[config.mk]
export PLATFORM = sky130hd
export DESIGN_NAME = smooth_weighted_rr_with_fail_track
export DESIGN_NICKNAME = d
export VERILOG_FILES = /design/src/sv/swrr_pkg.sv /design/src/sv/swrr_queue.sv /design/src/sv/swrr_div.sv /design/src/sv/swrr_back.sv /design/src/sv/smooth_weighted_rr_with_fail_track.sv
export SDC_FILE = /design/constraint.sdc
export NUM_CORES = 2
export LEC_CHECK = 0
export BUFFER_PORTS_ARGS = -buffer_cell sky130_fd_sc_hd__buf_2
export CAP_MARGIN = 0
export CORE_MARGIN = 4
export CORE_UTILIZATION = 35
export CTS_CLUSTER_DIAMETER = 40
export DETAILED_ROUTE_END_ITERATION = 8
export GPL_TIMING_DRIVEN = 0
export PLACE_DENSITY = 0.47
export REMOVE_ABC_BUFFERS = 1
export SETUP_SLACK_MARGIN = 0.4
export SYNTH_ARGS = -nofsm -noshare
export SYNTH_HDL_FRONTEND = slang
export SYNTH_SLANG_ARGS = --single-unit
[constraint.sdc]
create_clock -name clk -period 21.7 [get_ports clk]
set_clock_uncertainty 0.05 [all_clocks]
set_input_delay 6.51 -clock clk [delete_from_list [all_inputs] [get_ports clk]]
set_output_delay 6.51 -clock clk [all_outputs]
set_load 0.1 [all_outputs]
[src/sv/swrr_pkg.sv]
// Shared types and constants for the weighted backend selector.
`default_nettype none
package swrr_pkg;
  localparam int NB = 8;
  localparam logic CMD_CHOOSE = 1'b0;
  localparam logic CMD_REPORT = 1'b1;
  localparam logic [1:0] REG_COUNT = 2'd0;
  localparam logic [1:0] REG_WEIGHT = 2'd1;
  localparam logic [1:0] REG_FTIME = 2'd2;
  localparam logic [1:0] REG_FCOUNT = 2'd3;
  localparam logic signed [12:0] CW_MAX = 13'sd4095;
  localparam logic signed [12:0] CW_MIN = -13'sd4095 - 13'sd1;

  typedef struct packed {
    logic       cmd;
    logic [2:0] target;
    logic [31:0] now;
  } item_t;

  typedef struct packed {
    logic [2:0] backend;
    logic       valid;
    logic       down;
  } result_t;
endpackage
`default_nettype wire

[src/sv/swrr_queue.sv]
// Two-entry queue between front and back.
`default_nettype none
module swrr_queue
  import swrr_pkg::*;
(
  input  wire logic  clk,
  input  wire logic  rst,
  input  wire logic  in_valid,
  output logic       in_ready,
  input  wire item_t in_item,
  output logic       out_valid,
  input  wire logic  out_ready,
  output item_t      out_item
);
  item_t mem [2];
  logic wp, rp;
  logic [1:0] cnt;
  logic push, pop;
  assign in_ready = cnt != 2'd2;
  assign out_valid = cnt != 2'd0;
  assign out_item = mem[rp];
  assign push = in_valid && in_ready;
  assign pop = out_valid && out_ready;
  always_ff @(posedge clk) begin
    if (push) mem[wp] <= in_item;
    if (rst) begin
      wp <= 1'b0; rp <= 1'b0; cnt <= 2'd0;
    end else begin
      if (push) wp <= ~wp;
      if (pop) rp <= ~rp;
      cnt <= cnt + {1'b0, push} - {1'b0, pop};
    end
  end
endmodule
`default_nettype wire

[src/sv/swrr_div.sv]
// Restoring 8-bit divider, one quotient bit a cycle.
`default_nettype none
module swrr_div (
  input  wire logic       clk,
  input  wire logic       rst,
  input  wire logic       start,
  input  wire logic [7:0] dividend,
  input  wire logic [7:0] divisor,
  output logic            done,
  output logic [7:0]      quotient
);
  logic [7:0] rem, quo, dvs;
  logic [3:0] cnt;
  logic busy;
  logic [8:0] trial;
  assign trial = {rem[7:0], quo[7]} - {1'b0, dvs};
  assign quotient = quo;
  always_ff @(posedge clk) begin
    if (rst) begin
      busy <= 1'b0; done <= 1'b0; cnt <= 4'd0;
    end else begin
      done <= 1'b0;
      if (start) begin
        busy <= 1'b1; cnt <= 4'd0; rem <= 8'd0; quo <= dividend; dvs <= divisor;
      end else if (busy) begin
        if (!trial[8]) begin
          rem <= trial[7:0]; quo <= {quo[6:0], 1'b1};
        end else begin
          rem <= {rem[6:0], quo[7]}; quo <= {quo[6:0], 1'b0};
        end
        cnt <= cnt + 4'd1;
        if (cnt == 4'd7) begin
          busy <= 1'b0; done <= 1'b1;
        end
      end
    end
  end
endmodule
`default_nettype wire

[src/sv/swrr_back.sv]
// Back end: walks the backends for a choose, updates failure state for a report.
`default_nettype none
module swrr_back
  import swrr_pkg::*;
#(
  parameter int NUM_BACKENDS = 8,
  parameter int WEIGHT_BITS = 8
) (
  input  wire logic        clk,
  input  wire logic        rst,
  input  wire logic        cfg_we,
  input  wire logic [1:0]  cfg_idx,
  input  wire logic [63:0] cfg_data,
  input  wire logic        in_valid,
  output logic             in_ready,
  input  wire item_t       in_item,
  output logic             out_valid,
  input  wire logic        out_ready,
  output result_t          out_res
);
  localparam int IW = (NUM_BACKENDS > 1) ? $clog2(NUM_BACKENDS) : 1;

  typedef enum logic [4:0] {
    S_IDLE = 5'b00001, S_WALK = 5'b00010, S_FIN = 5'b00100,
    S_DIV = 5'b01000, S_REP = 5'b10000
  } state_t;

  logic [3:0]  backend_count;
  logic [63:0] weight_table;
  logic [30:0] fail_time;
  logic [7:0]  fail_cnt;

  logic signed [12:0] cw [NUM_BACKENDS];
  logic [7:0]  ew [NUM_BACKENDS];
  logic        dn [NUM_BACKENDS];
  logic [7:0]  ec [NUM_BACKENDS];
  logic [31:0] fet [NUM_BACKENDS];
  logic [31:0] dt [NUM_BACKENDS];
  logic [2:0]  rr_pointer;

  state_t state;
  item_t  it;
  logic [3:0] k;
  logic [2:0] idx;
  logic [2:0] best;
  logic       have_best;
  logic [11:0] total;
  logic        weighted;
  logic [3:0]  n;
  logic        res_v;
  result_t     res;
  logic        div_start, div_done;
  logic [7:0]  div_q;

  function automatic logic [7:0] cfgw(input logic [63:0] tbl, input logic [2:0] i);
    logic [7:0] b;
    b = tbl[{i, 3'b000} +: 8] & 8'((9'd1 << WEIGHT_BITS) - 9'd1);
    return (b == 8'd0) ? 8'd1 : b;
  endfunction

  // next round-robin position, (p + 1) mod cnt for cnt in 1..8
  function automatic logic [2:0] rr_wrap(input logic [2:0] p, input logic [3:0] cnt);
    logic [3:0] v;
    v = 4'(p) + 4'd1;
    case (cnt)
      4'd1: v = 4'd0;
      4'd2: v = {3'd0, v[0]};
      4'd3: begin
        if (v >= 4'd6) v = v - 4'd6;
        else if (v >= 4'd3) v = v - 4'd3;
      end
      4'd4: v = {2'd0, v[1:0]};
      default: if (v >= cnt) v = v - cnt;
    endcase
    return v[2:0];
  endfunction

  assign n = (backend_count > 4'(NUM_BACKENDS)) ? 4'(NUM_BACKENDS) : backend_count;
  logic checking;
  assign checking = (fail_time != 31'd0) && (fail_cnt != 8'd0);

  // weighted-mode decision: sum of weights over active backends
  logic [11:0] wsum;
  always_comb begin
    wsum = 12'd0;
    for (int i = 0; i < NUM_BACKENDS; i++)
      if (4'(i) < n) wsum = wsum + 12'(cfgw(weight_table, 3'(i)));
  end

  // availability of the backend under the walk, with recovery
  logic [31:0] dd, fd;
  logic        recov, avail;
  logic [2:0]  ri;
  assign ri = idx;
  assign dd = it.now - dt[ri[IW-1:0]];
  assign recov = !dd[31] && (dd[30:0] >= fail_time);
  assign avail = !checking || !dn[ri[IW-1:0]] || recov;

  logic signed [13:0] csum;
  logic signed [12:0] cnew;
  assign csum = 14'(cw[idx[IW-1:0]]) + 14'($signed({6'd0, ew[idx[IW-1:0]]}));
  assign cnew = (csum > 14'(CW_MAX)) ? CW_MAX : csum[12:0];
  logic signed [13:0] csub;
  assign csub = 14'(cw[best[IW-1:0]]) - 14'($signed({2'b00, total}));

  logic [2:0] rr_next;
  assign rr_next = rr_wrap(rr_pointer, n);

  assign fd = it.now - fet[it.target[IW-1:0]];

  swrr_div u_div (
    .clk(clk), .rst(rst), .start(div_start),
    .dividend(cfgw(weight_table, it.target)), .divisor(fail_cnt),
    .done(div_done), .quotient(div_q)
  );

  assign in_ready = (state == S_IDLE) && !res_v;
  assign out_valid = res_v;
  assign out_res = res;
  assign div_start = (state == S_DIV) && (k == 4'd0);

  always_ff @(posedge clk) begin
    if (rst) begin
      backend_count <= 4'd1;
      weight_table <= 64'h0101010101010101;
      fail_time <= 31'd5000;
      fail_cnt <= 8'd10;
      for (int i = 0; i < NUM_BACKENDS; i++) begin
        cw[i] <= '0; ew[i] <= cfgw(64'h0101010101010101, 3'(i));
        dn[i] <= 1'b0; ec[i] <= 8'd0; fet[i] <= 32'd0; dt[i] <= 32'd0;
      end
      rr_pointer <= 3'd0;
      state <= S_IDLE; res_v <= 1'b0; k <= 4'd0;
    end else begin
      if (res_v && out_ready) res_v <= 1'b0;
      if (cfg_we) begin
        case (cfg_idx)
          REG_COUNT:  backend_count <= cfg_data[3:0];
          REG_WEIGHT: begin
            weight_table <= cfg_data;
            for (int i = 0; i < NUM_BACKENDS; i++) begin
              ew[i] <= cfgw(cfg_data, 3'(i)); cw[i] <= '0;
            end
          end
          REG_FTIME:  fail_time <= cfg_data[30:0];
          REG_FCOUNT: fail_cnt <= cfg_data[7:0];
          default: ;
        endcase
      end
      unique case (state)
        S_IDLE: if (in_valid && in_ready) begin
          it <= in_item; k <= 4'd0; have_best <= 1'b0; total <= 12'd0;
          weighted <= (wsum != 12'(n)) && (n != 4'd1);
          if (in_item.cmd == CMD_REPORT) begin
            if ({1'b0, in_item.target} < n && checking) state <= S_DIV;
            else begin
              res <= '{backend: in_item.target, valid: 1'b0, down: 1'b0};
              res_v <= 1'b1;
            end
          end else if (n == 4'd0) begin
            res <= '{backend: 3'd0, valid: 1'b0, down: 1'b0}; res_v <= 1'b1;
          end else begin
            state <= S_WALK;
            idx <= (wsum != 12'(n)) && (n != 4'd1) ? 3'd0 : rr_next;
          end
        end
        S_WALK: begin
          // recover the visited backend if its down time is over
          if (checking && dn[idx[IW-1:0]] && recov) begin
            dn[idx[IW-1:0]] <= 1'b0; ec[idx[IW-1:0]] <= 8'd0;
          end
          if (weighted) begin
            if (avail) begin
              cw[idx[IW-1:0]] <= cnew;
              total <= total + 12'(ew[idx[IW-1:0]]);
              if (ew[idx[IW-1:0]] < cfgw(weight_table, idx))
                ew[idx[IW-1:0]] <= ew[idx[IW-1:0]] + 8'd1;
              if (!have_best || cnew > cw[best[IW-1:0]]) begin
                best <= idx; have_best <= 1'b1;
              end
            end
            if (4'(idx) + 4'd1 >= n) state <= S_FIN;
            else idx <= idx + 3'd1;
          end else begin
            rr_pointer <= idx;
            k <= k + 4'd1;
            if (avail) begin
              res <= '{backend: idx, valid: 1'b1, down: 1'b0};
              res_v <= 1'b1; state <= S_IDLE;
            end else if (k + 4'd1 >= n) begin
              res <= '{backend: 3'd0, valid: 1'b0, down: 1'b0};
              res_v <= 1'b1; state <= S_IDLE;
            end else idx <= (4'(idx) + 4'd1 >= n) ? 3'd0 : idx + 3'd1;
          end
        end
        S_FIN: begin
          if (have_best)
            cw[best[IW-1:0]] <= (csub < 14'(CW_MIN)) ? CW_MIN : csub[12:0];
          res <= '{backend: have_best ? best : 3'd0, valid: have_best, down: 1'b0};
          res_v <= 1'b1; state <= S_IDLE;
        end
        S_DIV: begin
          k <= 4'd1;
          if (div_done) begin
            ew[it.target[IW-1:0]] <= (ew[it.target[IW-1:0]] > div_q) ?
                                     ew[it.target[IW-1:0]] - div_q : 8'd0;
            state <= S_REP;
          end
        end
        S_REP: begin
          logic [7:0] c;
          logic       d;
          c = ec[it.target[IW-1:0]];
          if (!fd[31] && (fd[30:0] > fail_time)) begin
            fet[it.target[IW-1:0]] <= it.now; c = 8'd0;
          end
          if (c != 8'd255) c = c + 8'd1;
          ec[it.target[IW-1:0]] <= c;
          d = dn[it.target[IW-1:0]];
          if (c >= fail_cnt) begin
            d = 1'b1; dn[it.target[IW-1:0]] <= 1'b1;
            dt[it.target[IW-1:0]] <= it.now;
          end
          res <= '{backend: it.target, valid: 1'b0, down: d};
          res_v <= 1'b1; state <= S_IDLE;
        end
        default: state <= S_IDLE;
      endcase
    end
  end
endmodule
`default_nettype wire

[src/sv/smooth_weighted_rr_with_fail_track.sv]
// Top level of the weighted backend selector with failure tracking.
// From input accept to result valid: a weighted choose walks every backend in use (n, at most
// NUM_BACKENDS), a round robin choose walks until one is available or all n are tried, a
// counted report runs the 8-step divider and then updates failure state, and an ignored report
// or a choose with no backend in use answers straight from idle. One item at a time in the back
// end, held by the per-backend walk and the shared serial divider; a two-entry queue keeps
// accepting until full. Reset (rst, sync): registers to defaults, weights reloaded, failure state cleared.
`default_nettype none
module smooth_weighted_rr_with_fail_track
  import swrr_pkg::*;
#(
  parameter int NUM_BACKENDS = 8,
  parameter int WEIGHT_BITS = 8
) (
  input  wire logic        clk,
  input  wire logic        rst,
  input  wire logic        cfg_we,
  input  wire logic [1:0]  cfg_index,
  input  wire logic [63:0] cfg_data,
  input  wire logic        in_valid,
  output logic             in_ready,
  input  wire logic        command,
  input  wire logic [2:0]  target_backend,
  input  wire logic [31:0] now_ms,
  output logic             out_valid,
  input  wire logic        out_ready,
  output logic [2:0]       chosen_backend,
  output logic             chosen_valid,
  output logic             backend_down
);
  item_t   in_item, q_item;
  logic    q_valid, q_ready;
  result_t res;

  // front: capture items into the queue
  assign in_item = '{cmd: command, target: target_backend, now: now_ms};

  swrr_queue u_queue (
    .clk(clk), .rst(rst),
    .in_valid(in_valid), .in_ready(in_ready), .in_item(in_item),
    .out_valid(q_valid), .out_ready(q_ready), .out_item(q_item)
  );

  // back: run one item and hold its result until taken
  swrr_back #(.NUM_BACKENDS(NUM_BACKENDS), .WEIGHT_BITS(WEIGHT_BITS)) u_back (
    .clk(clk), .rst(rst),
    .cfg_we(cfg_we), .cfg_idx(cfg_index), .cfg_data(cfg_data),
    .in_valid(q_valid), .in_ready(q_ready), .in_item(q_item),
    .out_valid(out_valid), .out_ready(out_ready), .out_res(res)
  );

  assign chosen_backend = res.backend;
  assign chosen_valid = res.valid;
  assign backend_down = res.down;
endmodule
`default_nettype wire

==> run summary <==
==================================================================================
Post-route clock period utilization                                         67.15%
Master cell of the clock root buffer                                     clkbuf_16
FF-to-FF path depth                                                             43
Maximum level of the CTS H-tree                                                  4
Share of synthesized registers carrying an async set or reset                   0%
Number of flops mapped to enable cells by yosys                                908
Maximum clock rate                                                       68.63 MHz
Clock Latency Late Sink                                                     810 ps
Detail Route Antenna Nets                                                        0
Clk sinks                                                                    1,048
Unrepaired setup endpoints after global routing                                 no
Signed area change from the synthesized netlist to the final layout         16.04%
DRT met1 WL                                                              83,260 µm
Maximum number of pins on one net before global-route repair                    92
Number of buffers added by the clock tree synthesis step                       170
Setup Viol. Count Final                                                          0
Post-CTS Setup Inserts                                                           0
Cell area after synthesis                                               59,140 µm²
Final count of hold timing violations                                            0
Floorplan core area                                                    167,600 µm²
Global route total overflow                                                      0
Finished Layout Cells                                                        7,279
Slew margin rel.                                                            6.172%
Worst hold-check path type                                            register to register
CTS clock-pin slew for the worst setup and hold paths                        50 ps
Data arrival time of the critical path                                   14,920 ps
Type of destination of the critical path                                  register
Critical path fanouts, max                                                      32
Met3 Routed Length                                                         8945 µm
Post-Syn Area per Cell                                                   12.05 µm²
Time the worst path needs with I/O delays and setup                      14,570 ps
Count of placed standard cells including taps                                6,961
Total die area                                                         175,600 µm²
Port-buffer cells                                                              113
Number of nets in the finished design                                        5,328
Fill cell instance count of the final layout                                15,700
Std-Cell Rows                                                                  150
Worst-case clock buffer depth                                                    3
CTS tree                                                                       yes
Post-DP Area                                                            62,570 µm²
Synth Warn #                                                                     0
Combined flip-flop and latch cell area                                  30,100 µm²
Longest individual stage delay on the worst path                            810 ps
Proportion of layout cells with a drive suffix above 1                      17.50%
Number of remaining DRC errors                                                   0
Worst slew pin tran                                                        1405 ps
Outcome                                                               finished clean
Top Metal Used                                                                met4
Capture instance of the worst register-to-register path               u_back.dt[0][26]$_SDFFCE_PN0P_
Summed area of non-filler cells in the final layout                     68,620 µm²
Startpoint kind of the worst setup timing path                            register
Drt initial violations                                                       2,985
Leakage Power                                                             26.09 nW
Minimum hold slack                                                        411.2 ps
Effective utilization at floorplan                                          35.29%
Number of max-capacitance violations reported                                    0
Detail Placement HPWL                                                   127,900 µm
Start-to-end type of the worst setup path                             register to register
Post-CTS resize count                                                            0
First-pass DRT Iterations                                                        6
Proportion of synthesized chip area in sequential cells                     50.84%
Worst slack after detailed placement                                       6565 ps
Via-to-Cell Ratio                                                            5.392
Cell with the largest stage delay on the worst path                          or2_2
Destination of the critical timing path                               u_back.dt[0][26]$_SDFFCE_PN0P_
Area used by multi-input combinational logic                            27,360 µm²
Yosys cell types                                                                98
Most used cell, CP                                                          a21o_1
PwrDens                                                               121.7 nW/µm²
Total Routing Usage GR                                                      20.81%
Required time reported for the critical path endpoint                    22,050 ps
Worst voltage drop across the vdd grid                                    97.10 µV
Die Y-Extent                                                              419.1 µm
Initial antenna violation count                                                  7
Flop-to-flop setup slack                                                   7130 ps
Met2 Wirelength                                                          85,940 µm
Drt wl/cell                                                               25.15 µm
Wire length after detailed routing                                      183,100 µm
Hold bufs inserted after CTS                                                     0
Via count                                                                   39,250
Fin worst setup slack                                                      7128 ps
Instance count of the mapped netlist                                         4,908
Die boundary width                                                        419.1 µm
Total design power                                                        8.349 mW
Ports placed on the boundary                                                   114
GP Congestion                                                               0.8732
First-pass GRT wire length                                              270,300 µm
Vias in the first global route                                              40,140
Final-report max-slew violation count                                            0
Most used DFF post-synth                                                  edfxtp_1
#FFs+latches synth                                                           1,048
==================================================================================
[how the worst min path moves through the flow]
stage	startpoint	endpoint	slack, ps	cells past startpoint
floorplan	u_back.fail_cnt[3]$_SDFFE_PP1P_	u_back.u_div.dvs[3]$_DFFE_PP_	380	0
global placement	u_back.fail_cnt[1]$_SDFFE_PP1P_	u_back.u_div.dvs[1]$_DFFE_PP_	400	0
detailed placement	u_back.fail_cnt[1]$_SDFFE_PP1P_	u_back.u_div.dvs[1]$_DFFE_PP_	400	0
CTS	u_back.fail_cnt[1]$_SDFFE_PP1P_	u_back.u_div.dvs[1]$_DFFE_PP_	420	0
global route	u_back.fail_cnt[1]$_SDFFE_PP1P_	u_back.u_div.dvs[1]$_DFFE_PP_	430	0
finish	u_back.fail_cnt[1]$_SDFFE_PP1P_	u_back.u_div.dvs[1]$_DFFE_PP_	410	0
[critical path: cells and delay by family, from the launching register on]
kind / cells / cell delay, ps
compound gates: 18 / 4950
mux: 3 / 1860
flops: 1 / 720
buf+inv: 4 / 900
xor+xnor: 1 / 330
fa+ha+maj: 4 / 960
simple gates: 13 / 4250
[cell families (layout without fill, tap and decap cells)]
group	count (synthesis)	in the layout	share of synthesized area, %
other cells	0	2	0
flops	1048	1048	50.84
fa+ha+maj	292	292	6.368
simple gates	1627	1627	14.20
mux	512	512	14.41
buf+inv	498	663	3.229
xor+xnor	148	148	2.236
compound gates	783	783	8.715
[cell type report]
type,count,area share [%]
diodes,2,0.007293
clock buffers,184,6.427
clock inverters,132,2.356
multi-input cells,3362,39.87
flip-flops and latches,1048,43.86
well taps,2204,4.019
inverters,184,1.006
repair buffers,163,2.458
[metal layers]
| layer | vias up | GRT usage, % |
|---|---|---|
| li1 | 18250 | - |
| met1 | 19790 | 28.92 |
| met2 | 950 | 33.67 |
| met3 | 265 | 3.304 |
| met4 | 0 | 5.992 |
| met5 | - | 0 |
[cell usage after synthesis, types with 17 or more instances]
cell type,count,area (µm²)
or2_2,39,244.0
a21oi_1,230,1151
xor2_1,58,508.0
nor3_1,68,340.3
nand3_1,37,185.2
o22ai_1,17,106.4
o21bai_1,30,225.2
a211oi_1,31,232.7
xnor2_1,88,770.7
nor2_1,385,1445
mux4_2,264,5946
nor2b_1,44,275.3
o21ai_0,128,640.6
mux2i_1,177,1772
inv_1,183,686.9
nand2_1,315,1182
mux2_2,70,788.3
a22oi_1,22,165.2
nand4_1,31,193.9
ha_1,277,3466
clkbuf_1,267,1002
o21a_1,33,247.7
edfxtp_1,908,27270
nand2b_1,74,462.9
and2_1,517,3234
buf_1,30,112.6
nor4_1,39,244.0
a21o_1,114,855.8
dfxtp_1,140,2803
[cell usage in the layout, fill, tap and decap left out, drive strengths merged, types with 30 or more instances in the layout]
cell / Yosys / final
nor2: 385 / 385
and2: 517 / 517
nand2b: 74 / 74
xnor2: 90 / 90
edfxtp: 908 / 908
o21ai: 141 / 141
buf: 47 / 163
mux2: 71 / 71
o21bai: 30 / 30
nand4: 31 / 31
ha: 277 / 277
dfxtp: 140 / 140
nor3: 69 / 69
mux4: 264 / 264
or2: 45 / 45
mux2i: 177 / 177
a211oi: 32 / 32
xor2: 58 / 58
clkbuf: 267 / 184
a21oi: 230 / 230
clkinv: 1 / 56
nor4: 39 / 39
nand2: 315 / 315
a21o: 114 / 114
o21a: 33 / 33
nor2b: 44 / 44
nand3: 37 / 37
inv: 183 / 215
[stage by stage]
stage	utilization [%]	setup TNS [ps]
floorplan	-	0
global placement	36.54	-89040
detailed placement	37.34	0
CTS	40.93	0
global route	40.94	0
finish	40.95	0
[where the power goes]
part           internal (mW)  switching (mW)  total, mW
Clock                   1.76            1.07       2.83
Sequential              2.33           0.222       2.55
Combinational           1.24            1.72       2.96
[flip-flops by register name, indices dropped and copies added (netlist names), 8 cells and up, named ones only]
register               cells
u_back.cw                104
u_back.dn                  8
u_back.dt                256
u_back.ec                 64
u_back.ew                 64
u_back.fail_cnt            8
u_back.fail_time          31
u_back.fet               256
u_back.it                 35
u_back.total              12
u_back.u_div.dvs           8
u_back.u_div.quotient      8
u_back.u_div.rem           8
u_back.weight_table       64
u_queue.mem               72
No activity file was read; power rests on OpenSTA's default activity.
